$ cat src/hdl/lcdns_pkg.sv
`timescale 1ns / 1ps
`default_nettype none

package lcdns_pkg;

  // Request codes on in_command
  typedef enum logic [1:0] {
    CMD_INIT       = 2'd0,
    CMD_WR_CMD     = 2'd1,
    CMD_WR_DATA    = 2'd2,
    CMD_SET_CURSOR = 2'd3
  } cmd_t;

  // Work handed from front to back
  typedef struct packed {
    logic       is_init;
    logic       rs;
    logic [7:0] data;
  } job_t;

  // One pin-state segment
  typedef struct packed {
    logic       reg_select;
    logic       enable;
    logic [3:0] bus_nibble;
    logic [4:0] hold_ms;
  } seg_t;

  localparam int STEP_W      = 5;
  localparam int INIT_STEPS  = 25;
  localparam int BYTE_STEPS  = 4;
  localparam logic [STEP_W-1:0] INIT_LAST = STEP_W'(INIT_STEPS - 1);
  localparam logic [STEP_W-1:0] BYTE_LAST = STEP_W'(BYTE_STEPS - 1);
  localparam logic [STEP_W-1:0] INIT_BYTE_START = STEP_W'(9);

  // Job queue, depth must be a power of two
  localparam int QUEUE_DEPTH = 2;
  localparam int QPTR_W      = 1;
  localparam int QCNT_W      = 2;

  localparam logic [3:0] HELD_RESET   = 4'hF;
  localparam logic [4:0] POWERUP_MS   = 5'd20;
  localparam logic [4:0] PULSE_MS     = 5'd1;
  localparam logic [4:0] BYTE_TAIL_MS = 5'd3;
  localparam logic [3:0] WAKE_NIB     = 4'h3;
  localparam logic [3:0] MODE4_NIB    = 4'h2;

  // Set-up bytes after wake-up: function set, display on, entry mode, clear
  localparam logic [3:0][7:0] INIT_BYTES = {8'h01, 8'h06, 8'h0C, 8'h28};
  // Low-phase hold of the four wake-up nibbles
  localparam logic [3:0][4:0] WAKE_LOW_MS = {5'd1, 5'd2, 5'd2, 5'd6};

  // Segment w of a byte transfer: hi pulse, hi low, lo pulse, lo low + settle
  function automatic seg_t byte_seg(input logic rs, input logic [7:0] b,
                                    input logic [1:0] w);
    seg_t s;
    s.reg_select = rs;
    s.enable     = ~w[0];
    s.bus_nibble = w[1] ? b[3:0] : b[7:4];
    s.hold_ms    = (w == 2'd3) ? BYTE_TAIL_MS : PULSE_MS;
    return s;
  endfunction

  function automatic seg_t init_seg(input logic [STEP_W-1:0] step,
                                    input logic [3:0] held);
    seg_t s;
    logic [STEP_W-1:0] k;
    logic [STEP_W-1:0] j;
    k = step - STEP_W'(1);
    j = step - INIT_BYTE_START;
    if (step == '0) begin
      s.reg_select = 1'b0;
      s.enable     = 1'b0;
      s.bus_nibble = held;
      s.hold_ms    = POWERUP_MS;
    end else if (step < INIT_BYTE_START) begin
      s.reg_select = 1'b0;
      s.enable     = ~k[0];
      s.bus_nibble = (k[2:1] == 2'd3) ? MODE4_NIB : WAKE_NIB;
      s.hold_ms    = k[0] ? WAKE_LOW_MS[k[2:1]] : PULSE_MS;
    end else begin
      s = byte_seg(1'b0, INIT_BYTES[j[3:2]], j[1:0]);
    end
    return s;
  endfunction

endpackage

`default_nettype wire

$ cat src/hdl/char_lcd_nibble_sequencer_unit.sv
`timescale 1ns / 1ps
`default_nettype none

// Character LCD 4-bit nibble sequencer.
// Input queue: drive in_command/in_byte_value/in_column/in_row with in_push;
// an item is taken on a clock edge with in_push high and in_full low.
// Commands: initialize, write command byte, write data byte, set cursor.
// Result queue: while out_empty is low the oldest segment (RS, E, nibble,
// hold time in ms, last flag) sits on the out_ ports; out_pop takes it.
// Path: the first segment of a request passes through the job queue and
// then the output register before it shows on the out_ ports.
// Throughput: one segment per cycle from the back sequencer while the output
// is drained; a byte request is 4 segments and initialize 25. A two-entry
// job queue decouples the front, so requests are taken while segments drain.
// If the receiver stalls, the output register holds its segment, the
// sequencer stops, and the queue fills until in_full rises.
// Reset (rst_n low, synchronous) empties both queues, restarts the
// sequencer and sets the remembered bus nibble to all ones.
module char_lcd_nibble_sequencer_unit (
  input  wire logic       clk,
  input  wire logic       rst_n,
  input  wire logic       in_push,
  output logic            in_full,
  input  wire logic [1:0] in_command,
  input  wire logic [7:0] in_byte_value,
  input  wire logic [5:0] in_column,
  input  wire logic       in_row,
  output logic            out_empty,
  input  wire logic       out_pop,
  output logic            out_reg_select,
  output logic            out_enable,
  output logic [3:0]      out_bus_nibble,
  output logic [4:0]      out_hold_ms,
  output logic            out_last
);

  lcdns_pkg::job_t new_job;
  lcdns_pkg::job_t head_job;
  logic            head_valid;
  logic            head_pop;
  lcdns_pkg::seg_t seg;

  // Front: classify the request
  lcdns_front u_front (
    .command    (in_command),
    .byte_value (in_byte_value),
    .column     (in_column),
    .row        (in_row),
    .job_o      (new_job)
  );

  // Short queue between front and back
  lcdns_job_fifo u_fifo (
    .clk       (clk),
    .rst_n     (rst_n),
    .wr_en     (in_push),
    .wr_job    (new_job),
    .full      (in_full),
    .rd_en     (head_pop),
    .rd_job    (head_job),
    .not_empty (head_valid)
  );

  // Back: segment sequencer and output register
  lcdns_back u_back (
    .clk         (clk),
    .rst_n       (rst_n),
    .job_i       (head_job),
    .job_valid_i (head_valid),
    .job_pop_o   (head_pop),
    .out_seg_o   (seg),
    .out_last_o  (out_last),
    .out_empty_o (out_empty),
    .out_pop_i   (out_pop)
  );

  assign out_reg_select = seg.reg_select;
  assign out_enable     = seg.enable;
  assign out_bus_nibble = seg.bus_nibble;
  assign out_hold_ms    = seg.hold_ms;

endmodule

`default_nettype wire

$ cat src/hdl/lcdns_front.sv
`timescale 1ns / 1ps
`default_nettype none

// Turns a request into a job: init flag, RS level and byte to send.
module lcdns_front (
  input  wire logic [1:0]  command,
  input  wire logic [7:0]  byte_value,
  input  wire logic [5:0]  column,
  input  wire logic        row,
  output lcdns_pkg::job_t  job_o
);

  always_comb begin
    job_o = '0;
    unique case (lcdns_pkg::cmd_t'(command))
      lcdns_pkg::CMD_INIT: begin
        job_o.is_init = 1'b1;
      end
      lcdns_pkg::CMD_WR_CMD: begin
        job_o.data = byte_value;
      end
      lcdns_pkg::CMD_WR_DATA: begin
        job_o.rs   = 1'b1;
        job_o.data = byte_value;
      end
      lcdns_pkg::CMD_SET_CURSOR: begin
        // 0x80 + col or 0xC0 + col; col < 64 so no carry
        job_o.data = {1'b1, row, column};
      end
      default: job_o = '0;
    endcase
  end

endmodule

`default_nettype wire

$ cat src/hdl/lcdns_job_fifo.sv
`timescale 1ns / 1ps
`default_nettype none

module lcdns_job_fifo (
  input  wire logic            clk,
  input  wire logic            rst_n,
  input  wire logic            wr_en,
  input  wire lcdns_pkg::job_t wr_job,
  output logic                 full,
  input  wire logic            rd_en,
  output lcdns_pkg::job_t      rd_job,
  output logic                 not_empty
);

  lcdns_pkg::job_t mem_r [lcdns_pkg::QUEUE_DEPTH];
  logic [lcdns_pkg::QPTR_W-1:0] wr_ptr_r, wr_ptr_nxt;
  logic [lcdns_pkg::QPTR_W-1:0] rd_ptr_r, rd_ptr_nxt;
  logic [lcdns_pkg::QCNT_W-1:0] count_r, count_nxt;
  logic do_wr, do_rd;

  assign full      = (count_r == lcdns_pkg::QCNT_W'(lcdns_pkg::QUEUE_DEPTH));
  assign not_empty = (count_r != '0);
  assign do_wr     = wr_en && !full;
  assign do_rd     = rd_en && not_empty;
  assign rd_job    = mem_r[rd_ptr_r];

  always_comb begin
    wr_ptr_nxt = do_wr ? wr_ptr_r + 1'b1 : wr_ptr_r;
    rd_ptr_nxt = do_rd ? rd_ptr_r + 1'b1 : rd_ptr_r;
    count_nxt  = count_r;
    if (do_wr && !do_rd) begin
      count_nxt = count_r + lcdns_pkg::QCNT_W'(1);
    end else if (do_rd && !do_wr) begin
      count_nxt = count_r - lcdns_pkg::QCNT_W'(1);
    end
  end

  always_ff @(posedge clk) begin
    if (!rst_n) begin
      wr_ptr_r <= '0;
      rd_ptr_r <= '0;
      count_r  <= '0;
    end else begin
      wr_ptr_r <= wr_ptr_nxt;
      rd_ptr_r <= rd_ptr_nxt;
      count_r  <= count_nxt;
    end
  end

  always_ff @(posedge clk) begin
    if (do_wr) begin
      mem_r[wr_ptr_r] <= wr_job;
    end
  end

  a_count_bound: assert property (@(posedge clk) disable iff (!rst_n)
    count_r <= lcdns_pkg::QCNT_W'(lcdns_pkg::QUEUE_DEPTH))
    else $error("job queue count overflow");

endmodule

`default_nettype wire

$ cat src/hdl/lcdns_back.sv
`timescale 1ns / 1ps
`default_nettype none

// Unless stalled, walks head job one segment per cycle into a one-entry reg.
module lcdns_back (
  input  wire logic            clk,
  input  wire logic            rst_n,
  input  wire lcdns_pkg::job_t job_i,
  input  wire logic            job_valid_i,
  output logic                 job_pop_o,
  output lcdns_pkg::seg_t      out_seg_o,
  output logic                 out_last_o,
  output logic                 out_empty_o,
  input  wire logic            out_pop_i
);

  logic [lcdns_pkg::STEP_W-1:0] step_r, step_nxt;
  logic [3:0]      held_r;
  logic            out_valid_r;
  lcdns_pkg::seg_t out_seg_r;
  logic            out_last_r;
  lcdns_pkg::seg_t seg;
  logic            seg_last;
  logic            advance;

  always_comb begin
    if (job_i.is_init) begin
      seg      = lcdns_pkg::init_seg(step_r, held_r);
      seg_last = (step_r == lcdns_pkg::INIT_LAST);
    end else begin
      seg      = lcdns_pkg::byte_seg(job_i.rs, job_i.data, step_r[1:0]);
      seg_last = (step_r == lcdns_pkg::BYTE_LAST);
    end
    // Next segment moves in when the output slot is free or being drained
    advance   = job_valid_i && (!out_valid_r || out_pop_i);
    job_pop_o = advance && seg_last;
    step_nxt  = step_r;
    if (advance) begin
      step_nxt = seg_last ? '0 : step_r + lcdns_pkg::STEP_W'(1);
    end
  end

  always_ff @(posedge clk) begin
    if (!rst_n) begin
      step_r      <= '0;
      held_r      <= lcdns_pkg::HELD_RESET;
      out_valid_r <= 1'b0;
    end else begin
      step_r <= step_nxt;
      if (advance) begin
        out_valid_r <= 1'b1;
        held_r      <= seg.bus_nibble;
      end else if (out_pop_i) begin
        out_valid_r <= 1'b0;
      end
    end
  end

  always_ff @(posedge clk) begin
    if (advance) begin
      out_seg_r  <= seg;
      out_last_r <= seg_last;
    end
  end

  assign out_seg_o   = out_seg_r;
  assign out_last_o  = out_last_r;
  assign out_empty_o = !out_valid_r;

  a_step_range: assert property (@(posedge clk) disable iff (!rst_n)
    step_r <= lcdns_pkg::INIT_LAST)
    else $error("step counter out of range");

  a_byte_step: assert property (@(posedge clk) disable iff (!rst_n)
    (job_valid_i && !job_i.is_init) |-> (step_r <= lcdns_pkg::BYTE_LAST))
    else $error("byte job step out of range");

  a_restart: assert property (@(posedge clk) disable iff (!rst_n)
    job_pop_o |=> (step_r == '0) && !out_empty_o && out_last_o)
    else $error("job end did not restart sequencer");

endmodule

`default_nettype wire
$ cat config.mk
export PLATFORM = sky130hd
export DESIGN_NAME = char_lcd_nibble_sequencer_unit
export DESIGN_NICKNAME = d
export VERILOG_FILES = /design/src/hdl/lcdns_pkg.sv /design/src/hdl/char_lcd_nibble_sequencer_unit.sv /design/src/hdl/lcdns_front.sv /design/src/hdl/lcdns_job_fifo.sv /design/src/hdl/lcdns_back.sv
export SDC_FILE = /design/constraint.sdc
export NUM_CORES = 1
export LEC_CHECK = 0
export BUFFER_PORTS_ARGS = -buffer_cell sky130_fd_sc_hd__buf_4
export CAP_MARGIN = 20
export CORE_MARGIN = 3
export CORE_UTILIZATION = 55
export DETAILED_ROUTE_END_ITERATION = 6
export PLACE_DENSITY = 0.79
export SYNTH_ARGS = -nofsm -noshare
export SYNTH_HDL_FRONTEND = slang
export SYNTH_SLANG_ARGS = --single-unit
export TNS_END_PERCENT = 50
$ cat constraint.sdc
create_clock -name clk -period 2.6 [get_ports clk]
set_clock_uncertainty 0.2 [all_clocks]
set_input_delay 0.26 -clock clk [delete_from_list [all_inputs] [get_ports clk]]
set_output_delay 0.26 -clock clk [all_outputs]
set_load 0.02 [all_outputs]
---- Yosys cells after proc, flatten, opt, wreduce, memory -nomap -nowiden ----
Memory sizes are Yosys's and may differ from the RTL's. A register that Yosys moved wholly into a read port is not among the register bits.
Cells that the tools add are included.
storage, ports and cells
  logic and storage cells ................. 77
  register bits after elaboration ......... 26
  memory bits (writable) .................. 20
  output and inout port bits .............. 14
  memories ................................ 1
memories
  memory        words  width  rd ports  clocked after memory_dff  write ports  line                  text
  u_fifo.mem_r  2      10     1         1                         1            lcdns_job_fifo.sv:15  lcdns_pkg::job_t mem_r [lcdns_pkg::QUEUE_DEPTH];
cells by class
  order comparisons ....................... 3
  mux-type cells .......................... 26
  equality and inequality tests ........... 9
  bitwise logic cells ..................... 3
  add/subtract/negate cells ............... 7
  reductions and logical operators ........ 17
operator list
  cell                                                                  number
  11-bit two-way mux                                                    2
  8-bit binary-select mux with 2-bit select                             1
  8-bit case mux with 2 select lines                                    1
  5-bit two-way mux                                                     3
  2-bit == test, second input constant                                  6
  5-bit binary-select mux with 2-bit select                             1
  1-bit two-way mux                                                     10
  10-bit two-way mux                                                    1
  2-bit two-way mux                                                     4
  4-bit two-way mux                                                     2
  8-bit two-way mux                                                     1
  1-bit logical AND                                                     6
  2-bit by 3-bit < comparator with 1-bit output, second input constant  2
  2-bit nonzero test                                                    3
  5-bit by 1-bit adder with 5-bit output, second input constant         1
  5-bit by 2-bit == test with 1-bit output, second input constant       1
  5-bit == test, second input constant                                  1
  5-bit zero test                                                       1
  5-bit by 4-bit < comparator with 1-bit output, second input constant  1
  1-bit zero test                                                       4
  4-bit subtractor, second input constant                               1
  1-bit inverter                                                        3
  3-bit by 1-bit subtractor with 3-bit output, second input constant    1
  1-bit adder, second input constant                                    2
  other kinds (6)                                                       6

---- Longest topological paths before layout ----
Gate-level depths: netlist of run 1.
  depth in word-level cells ............... 8
  gate-level depth with buffers ........... 10
  gate-level depth less buffers ........... 9

---- Hierarchy ----
Synthesis of run 1 repeated with hierarchy kept, for this count alone.
second synthesis, totals
  cell total of the unflattened synthesis .. 205
  area total of the unflattened synthesis .. 2327.2 µm²
by module, submodules not included
  module          area an instance (µm²)  cells an instance  seq. area each (µm²)  times used
  lcdns_back      1172.4                  123                530.5                 1
  lcdns_job_fifo  948.4                   57                 700.7                 1
  lcdns_front     206.4                   25                 0.0                   1

---- Worst setup path after synthesis of run 1 ----
No wires, ideal clock.
  path kind ............................... flip-flop to flip-flop
  start point ............................. register with a tool-made name
  end point ............................... register u_fifo.count_r[1] (netlist bit)
  arrival time ............................ 1.960 ns
  setup time .............................. 0.076 ns
  path slack .............................. 0.364 ns
  stages on the path, launching flop included .. 9
  data required time ...................... 2.324 ns
  path through ............................ dfxtp_1 buf_6 mux2i_4 nand4_4 a211oi_2 inv_1 ha_1 or3_1 a21boi_0
RTL lines
  what                    line                  text
  end signal: assignment  lcdns_job_fifo.sv:46  count_r <= count_nxt;
  end: declaration        lcdns_job_fifo.sv:18  logic [lcdns_pkg::QCNT_W-1:0] count_r, count_nxt;

==> results of run 1 <==
[cells in the mapped netlist (2+ instances only)]
| library cell | n |
|---|---|
| a21boi_0 | 3 |
| a21oi_1 | 5 |
| a22oi_1 | 8 |
| a31oi_1 | 2 |
| and2_1 | 4 |
| buf_2 | 2 |
| buf_4 | 2 |
| buf_6 | 4 |
| clkbuf_1 | 4 |
| dfxtp_1 | 15 |
| edfxtp_1 | 31 |
| ha_1 | 8 |
| inv_1 | 12 |
| mux4_1 | 4 |
| nand2_1 | 14 |
| nand2b_1 | 2 |
| nand3_1 | 4 |
| nand4_4 | 2 |
| nor2_1 | 24 |
| nor2b_1 | 2 |
| nor3_1 | 3 |
| o211ai_1 | 2 |
| o21a_1 | 3 |
| o21ai_0 | 13 |
| o22ai_1 | 2 |
| o31a_1 | 2 |
| or3_1 | 2 |
| xnor2_1 | 3 |
| xor2_1 | 3 |
[logic make-up after synthesis]
group | Yosys count
DFF | 46
AOI/OAI and AO/OA | 50
and+or+nand+nor | 63
buffers and inverters | 27
muxes | 7
other | 1
adders and majority gates | 8
xor gates and xnor gates | 6
[layer usage]
metal / global-route usage [%] / up-vias / routed length [um]
met1: 21.05 / 772 / 1704
met3: 3.927 / 8 / 225
met2: 30.71 / 49 / 2178
met5: 0 / - / 0
met4: 8.351 / 0 / 97
li1: - / 826 / -
[flip-flops by register name, indices dropped and copies added, names as in the netlist, named ones only]
register,flops
u_back.held_r,4
u_back.out_last_o,1
u_back.step_r,5
u_fifo.mem_r,20
u_fifo.wr_ptr_r,1
u_back.out_valid_r,1
u_back.out_seg_o,10
u_fifo.count_r,2
u_fifo.rd_ptr_r,1
[final cells by class]
type	count	area, um2	area share, %
timing repair buffer	43	322.8	11.75
tap	50	62.56	2.278
clock inverter	2	15.01	0.5467
sequential	46	1231	44.83
clock buffer	6	72.57	2.642
inverter	13	48.80	1.777
multi-input combinational	135	993.5	36.17
[where the power goes]
part | total (mW) | internal, mW | switching [mW] | leakage [nW]
logic | 0.585 | 0.246 | 0.339 | 0.628
clock network | 0.427 | 0.189 | 0.237 | 0.0374
registers | 0.955 | 0.907 | 0.0478 | 0.419
[critical path: stages, from the launching register on]
cell	delay [ps]
dfxtp_1	530
inv_1	120
ha_1	270
xnor2_1	180
ha_1	200
inv_1	50
o22ai_1	70
a311oi_1	330
o21ai_0	130
[through the flow]
step           std cells  util, %  area (um2)
2_1_floorplan        208        -        2367
3_3_place_gp         287    65.06        2659
3_5_place_dp         287    65.06        2659
4_1_cts              295    67.21        2746
5_1_grt              295    67.21        2746
6_report             295    67.21        2746
[final timing paths]
kind	from	end	slack [ps]	depth (start not counted)
setup / recovery	u_back.step_r[1]$_SDFFE_PN0P_	u_back.out_seg_o[6]$_DFFE_PP_	260	8
hold / removal	rst_n	u_back.held_r[1]$_SDFFE_PN1P_	40	2
setup reg to reg	u_back.step_r[1]$_SDFFE_PN0P_	u_back.out_seg_o[6]$_DFFE_PP_	260	8
hold reg to reg	u_back.held_r[1]$_SDFFE_PN1P_	u_back.held_r[1]$_SDFFE_PN1P_	320	2
==> flow_summary_export.csv, run 1 <==
group,metric,value,unit
sta,tightest_slew,504.8,ps
pwr,p_leak,1.085,nW
final_layout,final_cell_mix,"buf_4 (43), edfxtp_1 (31), nor2_1 (24)",
place,place_hpwl,3181,um
sta,rsz0062_at_grt,"no",
clocking,clockRootBuffer,"clkbuf_8",
sta,max_clock_freq,428.0,MHz
floorplanning,core_area,0.004086,mm2
setup_path,cp-end-kind,"register",
setup_path,cp_max_fo,8,
synthesis,ys_warn_count,0,
floorplanning,rows,23,
sta,slew_headroom,66.26,%
synthesis,ys_ff_latch,46,
synthesis,synth_xor_area_share,2.220,%
sta,finalHoldViolCount,0,
setup_path,critical_path_required,2440,ps
synthesis,syn_area,0.002367,mm2
synthesis,synth.avg_cell_area,11.38,um2
route,drc,0,
final_layout,diodes,0,
setup_path,start_kind,"register",
route,vias,1655,
synthesis,synthFlopType,"edfxtp_1",
synthesis,yosys-top-cells-area,"edfxtp_1 (39%), dfxtp_1 (13%), mux4_1 (4.4%), ha_1 (4.2%), nor2_1 (3.8%)",
flow_run,drv_cap,0,
clocking,cts_sinks,46,
floorplanning,die_w,71.61,um
sta,whs,43.81,ps
clocking,clockBufferDepth,2,
synthesis,async_flop_share,0,%
route,wire_per_inst,14.25,um
synthesis,syn_inst,208,
final_layout,layout.nets,273,
synthesis,synth_top_family_by_area,"compound AO/OA/AOI/OAI gates",
floorplanning,die_y,71.61,um
place,pre_cts_ws,261.2,ps
clocking,numCtsBuffers,5,
sta,postLayoutSetupSlackWorst,263.3,ps
final_layout,n_fill_cell,316,
synthesis,synth-edff-count,31,
sta,tns,0,ps
synthesis,yosysUniqueCellTypes,52,
clocking,cts_setup_buffers,0,
floorplanning,boundaryPins,35,
clocking,cts-htree-levels,2,
clocking,hold_buffers,0,
sta,finalCritPeriodShare,89.87,%
grt,grt_pass1_vias,1491,
route,wl,4205,um
synthesis,synth_mux_area_share,6.448,%
place,portBuffers,33,
clocking,cts_resized,0,
hold_path,hp-class,"in -> reg",
clocking,clock_latency,290,ps
sta,setup_viol,0,
synthesis,synth-compound-area-share,14.69,%
route,dr.pass1.iters,4,
grt,antenna_found_initial,0,
synthesis,synth_top_cell_by_area,"edfxtp_1",
sta,maxSlewViolCount,0,
final_layout,layout_commonest_cell,"buf_4",
pwr,report.power.total,1.966,mW
synthesis,synth_adder_area_share,4.228,%
synthesis,yosys.area_share.simple,14.22,%
grt,grt_usage,17.80,%
pwr,p_per_area,715.9,mW/mm2
floorplanning,die_area,0.005127,mm2
place,gp_congestion,0.8832,
route,ant_nets,0,
status,status,"complete, no violations",
final_layout,drive_gt1_share,24.08,%
synthesis,yosysSeqAreaShare,52.01,%
grt,grt_max_degree,16,
synthesis,synth_top_area_share,39.32,%
clocking,cts_tree,"yes",
final_layout,area_growth,16.01,%
setup_path,worstSetupPathType,"reg -> reg",
route,vias_per_cell,5.610,
sta,period_minus_slack,2337,ps
route,drt_iter0_markers,147,
synthesis,syn_nets,237,
grt,grt-ovfl-total,0,
pwr,peakVddDrop,0.4119,mV
grt,grt_pass1_wl,6865,um
setup_path,crit_arrival,2180,ps
clocking,path_clk_slew,80,ps
floorplanning,start_util,57.93,%
No activity file was read; power rests on OpenSTA's default activity.
==> run 2, diff against run 1 <==
CORE_ASPECT_RATIO = 0.7   (was unset)
CORE_UTILIZATION = 56   (was 55)
PLACE_DENSITY = 0.81   (was 0.79)
clock period = 2.3 ns   (was 2.6 ns; I/O delays follow)
==> flow_summary_export.csv, run 2 (synthesized netlist as in run 1, its figures left out) <==
group,metric,value,unit
final_layout,diodes,0,
route,drc,0,
final_layout,final_cell_mix,"buf_4 (51), edfxtp_1 (31), nor2_1 (23)",
route,drt_iter0_markers,154,
setup_path,crit_arrival,2240,ps
final_layout,largest_register_ffs,20,
final_layout,multi_input_area,0.001022,mm2
flow_run,drv_cap,0,
sta,maxSlewViolCount,0,
place,portBuffers,33,
hold_path,hp-class,"in -> reg",
clocking,numCtsBuffers,5,
grt,grt_max_degree,16,
final_layout,area_growth,19.93,%
final_layout,seq_area,0.001234,mm2
final_layout,top_register,"u_fifo.mem_r",
pwr,p_per_area,803.4,mW/mm2
clocking,cts_tree,"yes",
setup_path,cp_max_fo,6,
route,dr.pass1.iters,4,
floorplanning,boundaryPins,35,
grt,antenna_found_initial,0,
setup_path,path_cells,"buf_4 -> mux2_4 -> nand4_4 -> a211oi_4 -> inv_2 -> ha_4 -> xor2_1 -> or3_1 -> a21boi_1",
route,vias,1669,
clocking,clock_latency,300,ps
setup_path,slowest_delay,350,ps
sta,finalCritPeriodShare,96.15,%
setup_path,worstSetupPathType,"reg -> reg",
sta,setup_viol,0,
floorplanning,rows,19,
sta,whs,14.33,ps
pwr,p_leak,1.138,nW
setup_path,slowest_stage,"dfxtp_2",
grt,grt_pass1_wl,7424,um
final_layout,layout.nets,281,
setup_path,start_kind,"register",
clocking,cts-htree-levels,2,
route,wl,4540,um
floorplanning,core_area,0.003994,mm2
floorplanning,die_y,60.40,um
grt,grt_pass1_vias,1608,
grt,grt-ovfl-total,0,
pwr,peakVddDrop,0.5028,mV
place,place_hpwl,3420,um
sta,finalHoldViolCount,0,
sta,tns,0,ps
clocking,clockRootBuffer,"clkbuf_8",
route,vias_per_cell,5.472,
clocking,path_clk_slew,80,ps
floorplanning,start_util,59.27,%
setup_path,cp-end-kind,"register",
clocking,cts_sinks,46,
route,wire_per_inst,14.89,um
grt,grt_usage,19.18,%
route,ant_nets,0,
clocking,hold_buffers,0,
sta,period_minus_slack,2211,ps
final_layout,n_fill_cell,306,
place,gp_congestion,0.9111,
setup_path,critical_path_required,2330,ps
final_layout,layout_commonest_cell,"buf_4",
floorplanning,die_w,83.71,um
floorplanning,die_area,0.005056,mm2
sta,max_clock_freq,452.2,MHz
clocking,clockBufferDepth,2,
final_layout,drive_gt1_share,28.85,%
status,status,"complete, no violations",
run 2: timing repair:
item	4_1_cts	5_1_grt
buffers inserted	1	0
pin swaps	1	2
hold endpoints to repair	0	0
setup endpoints to repair	1	3
gates resized for setup	5	3
run 2: stage by stage:
stage	instance area, um2	setup slack (ps)	total power, mW	util [%]	instances
after detailed placement	2714	-110.4	1.796	67.95	296
final	2839	88.56	2.281	71.08	305
after global placement	2714	39.81	1.766	67.95	296
after global routing	2839	-4.660	2.401	71.08	305
after floorplan	2367	64.09	1.540	-	208
after CTS	2829	16.80	2.286	70.83	305
run 2: final cells by class:
cell class,count,share of cell area (%)
clock inverter,2,0.4848
clock buffer,6,2.556
multi-input combinational,135,36.01
timing repair buffer,51,13.49
inverter,13,1.719
sequential,46,43.46
tap,52,2.292
run 2: routing by layer:
layer | share of wire (%) | GRT usage (%) | up-vias
li1 | - | - | 837
met1 | 43 | 23.60 | 762
met2 | 48 | 32.62 | 68
met3 | 8.1 | 5.292 | 2
met4 | 0.64 | 8.716 | 0
met5 | 0 | 0 | -
run 2: final timing paths:
check,slack [ps],depth (start not counted),from,endpoint
worst max-delay path,90,9,register,u_fifo.count_r[1]$_SDFFE_PN0P_
worst min-delay path,10,2,rst_n,u_back.held_r[0]$_SDFFE_PN1P_
worst max register to register,90,9,register,u_fifo.count_r[1]$_SDFFE_PN0P_
worst min register to register,310,2,u_back.held_r[3]$_SDFFE_PN1P_,u_back.held_r[3]$_SDFFE_PN1P_
run 2: where the power goes:
group / internal [mW] / total (mW) / switching, mW
logic: 0.308 / 0.722 / 0.414
registers: 1.03 / 1.07 / 0.0475
clock network: 0.215 / 0.486 / 0.271
total: 1.55 / 2.28 / 0.733
run 2: critical path, delay by kind of cell (launching register included):
kind                       cells  cell delay [ps]
adders and majority gates      1              160
muxes                          1              220
xor gates and xnor gates       1              130
AOI/OAI and AO/OA              2              410
buffers and inverters          2              240
DFF                            1              350
and+or+nand+nor                2              430
==> run 3, diff against run 2 <==
BUFFER_PORTS_ARGS = unset   (was -buffer_cell sky130_fd_sc_hd__buf_4)
CORE_UTILIZATION = 65   (was 56)
CTS_BUF_LIST = sky130_fd_sc_hd__clkbuf_4 sky130_fd_sc_hd__clkbuf_8   (was unset)
DONT_BUFFER_PORTS = 1   (was unset)
PLACE_DENSITY = 0.83   (was 0.81)
==> flow_summary_export.csv, run 3 (synthesized netlist as in run 1, its figures left out) <==
group,metric,value,unit
status,status,"complete, no violations",
final_layout,largest_register_ffs,20,
place,place_hpwl,3412,um
grt,grt_pass1_wl,7652,um
final_layout,final_cell_mix,"edfxtp_1 (31), nor2_1 (24), buf_4 (20)",
clocking,numCtsBuffers,5,
final_layout,layout_commonest_cell,"edfxtp_1",
final_layout,top_register,"u_fifo.mem_r",
floorplanning,die_area,0.004414,mm2
route,wire_per_inst,17.42,um
place,gp_congestion,0.8591,
sta,rsz0062_at_grt,"yes",
clocking,clockRootBuffer,"clkbuf_8",
route,dr.pass1.iters,5,
sta,period_minus_slack,2179,ps
floorplanning,core_area,0.003318,mm2
setup_path,critical_path_required,2220,ps
clocking,clock_latency,300,ps
clocking,path_clk_slew,90,ps
setup_path,start_kind,"register",
clocking,clockBufferDepth,2,
sta,slew_headroom,61.57,%
final_layout,drive_gt1_share,19.03,%
sta,finalCritPeriodShare,94.75,%
final_layout,layout.nets,254,
grt,grt_usage,22.45,%
route,ant_nets,0,
final_layout,diodes,0,
sta,postLayoutSetupSlackWorst,120.8,ps
clocking,cts_tree,"yes",
place,portBuffers,0,
sta,maxSlewViolCount,0,
floorplanning,start_util,71.34,%
route,drt_iter0_markers,213,
sta,tightest_slew,574.6,ps
sta,max_clock_freq,458.9,MHz
floorplanning,rows,17,
setup_path,cp-end-kind,"register",
route,vias,1668,
route,vias_per_cell,6.110,
final_layout,final_cells,273,
pwr,p_leak,1.023,nW
place,pre_cts_ws,-74.40,ps
pwr,peakVddDrop,0.6091,mV
pwr,report.power.total,2.344,mW
route,wl,4755,um
final_layout,area_growth,12.95,%
pwr,p_per_area,876.6,mW/mm2
final_layout,n_fill_cell,198,
final_layout,multi_input_area,0.001026,mm2
clocking,cts-htree-levels,2,
floorplanning,boundaryPins,35,
floorplanning,die_y,56.49,um
route,drc,0,
sta,finalHoldViolCount,0,
grt,grt_pass1_vias,1641,
flow_run,drv_cap,0,
final_layout,finalCoreUtilization,80.58,%
setup_path,cp_max_fo,6,
floorplanning,die_w,78.13,um
hold_path,hp-class,"in -> reg",
sta,setup_viol,0,
final_layout,seq_area,0.001236,mm2
grt,grt_max_degree,16,
grt,grt-ovfl-total,0,
setup_path,crit_arrival,2090,ps
setup_path,worstSetupPathType,"reg -> reg",
place,post-place-cells,260,
sta,whs,13.82,ps
clocking,cts_sinks,46,
grt,antenna_found_initial,0,
[run 3: cell count changes in the layout (fill, tap and decap cells not counted)]
| cell | change |
|---|---|
| clkinv_4 | -1 |
| nor2_2 | -1 |
| nor2_1 | +1 |
| buf_6 | +1 |
| dfxtp_4 | +1 |
| clkbuf_1 | -1 |
| buf_4 | -31 |
| nor3_2 | -1 |
| dlygate4sd3_1 | +3 |
| inv_6 | +1 |
| dfxtp_2 | -1 |
| bufinv_16 | +1 |
| nor3_4 | +1 |
[run 3: area by class of cell]
class / instances / share of cell area, %
multi-input combinational: 135 / 38.37
inverter: 13 / 1.825
timing repair buffer: 24 / 7.160
tap: 47 / 2.199
clock inverter: 3 / 1.638
clock buffer: 5 / 2.574
sequential: 46 / 46.23
[run 3: through the flow]
stage          instance area, um2  TNS (ps)
2_1_floorplan                2367         0
3_3_place_gp                 2475         0
3_5_place_dp                 2475    -74.40
4_1_cts                      2636         0
5_1_grt                      2674   -0.2383
6_report                     2674         0
[run 3: final timing paths]
path	slack, ps	to	start	cells past startpoint
min	10	u_fifo.mem_r[0][7]$_DFFE_PP_	in_byte_value[7]	2
max	120	u_back.out_seg_o[5]$_DFFE_PP_	u_back.step_r[0]$_SDFFE_PN0P_	7
min reg2reg	340	u_back.held_r[2]$_SDFFE_PN1P_	u_back.held_r[2]$_SDFFE_PN1P_	2
max reg2reg	120	u_back.out_seg_o[5]$_DFFE_PP_	u_back.step_r[0]$_SDFFE_PN0P_	7
[run 3: repair_timing]
item	CTS	global route
hold buffers	2	1
endpoints found under the setup margin	1	3
endpoints found under the hold margin	17	2
pin swaps	1	4
resized for setup	4	6
setup buffers	1	1
[run 3: where the power goes]
| group | leakage, nW | switching [mW] | internal (mW) |
|---|---|---|---|
| Sequential | 0.421 | 0.110 | 1.03 |
| Combinational | 0.544 | 0.360 | 0.246 |
| Clock | 0.0585 | 0.273 | 0.326 |
| Total | 1.02 | 0.743 | 1.60 |
[run 3: metal layers]
| layer | vias up | routed length [um] | share of wire [%] | global-route usage, % |
|---|---|---|---|---|
| met2 | 85 | 2248 | 47 | 35.00 |
| met1 | 782 | 2087 | 44 | 30.54 |
| li1 | 791 | - | - | - |
| met4 | 0 | 57 | 1.2 | 7.232 |
| met5 | - | 0 | 0 | 0 |
| met3 | 10 | 362 | 7.6 | 6.410 |
[run 3: critical path, cell delays in order, from the launching register on]
cell     delay, ps
dfxtp_1        410
inv_1           90
buf_4          140
ha_1           350
buf_4          190
nor2_1         190
nand3_1        130
a41oi_1        290
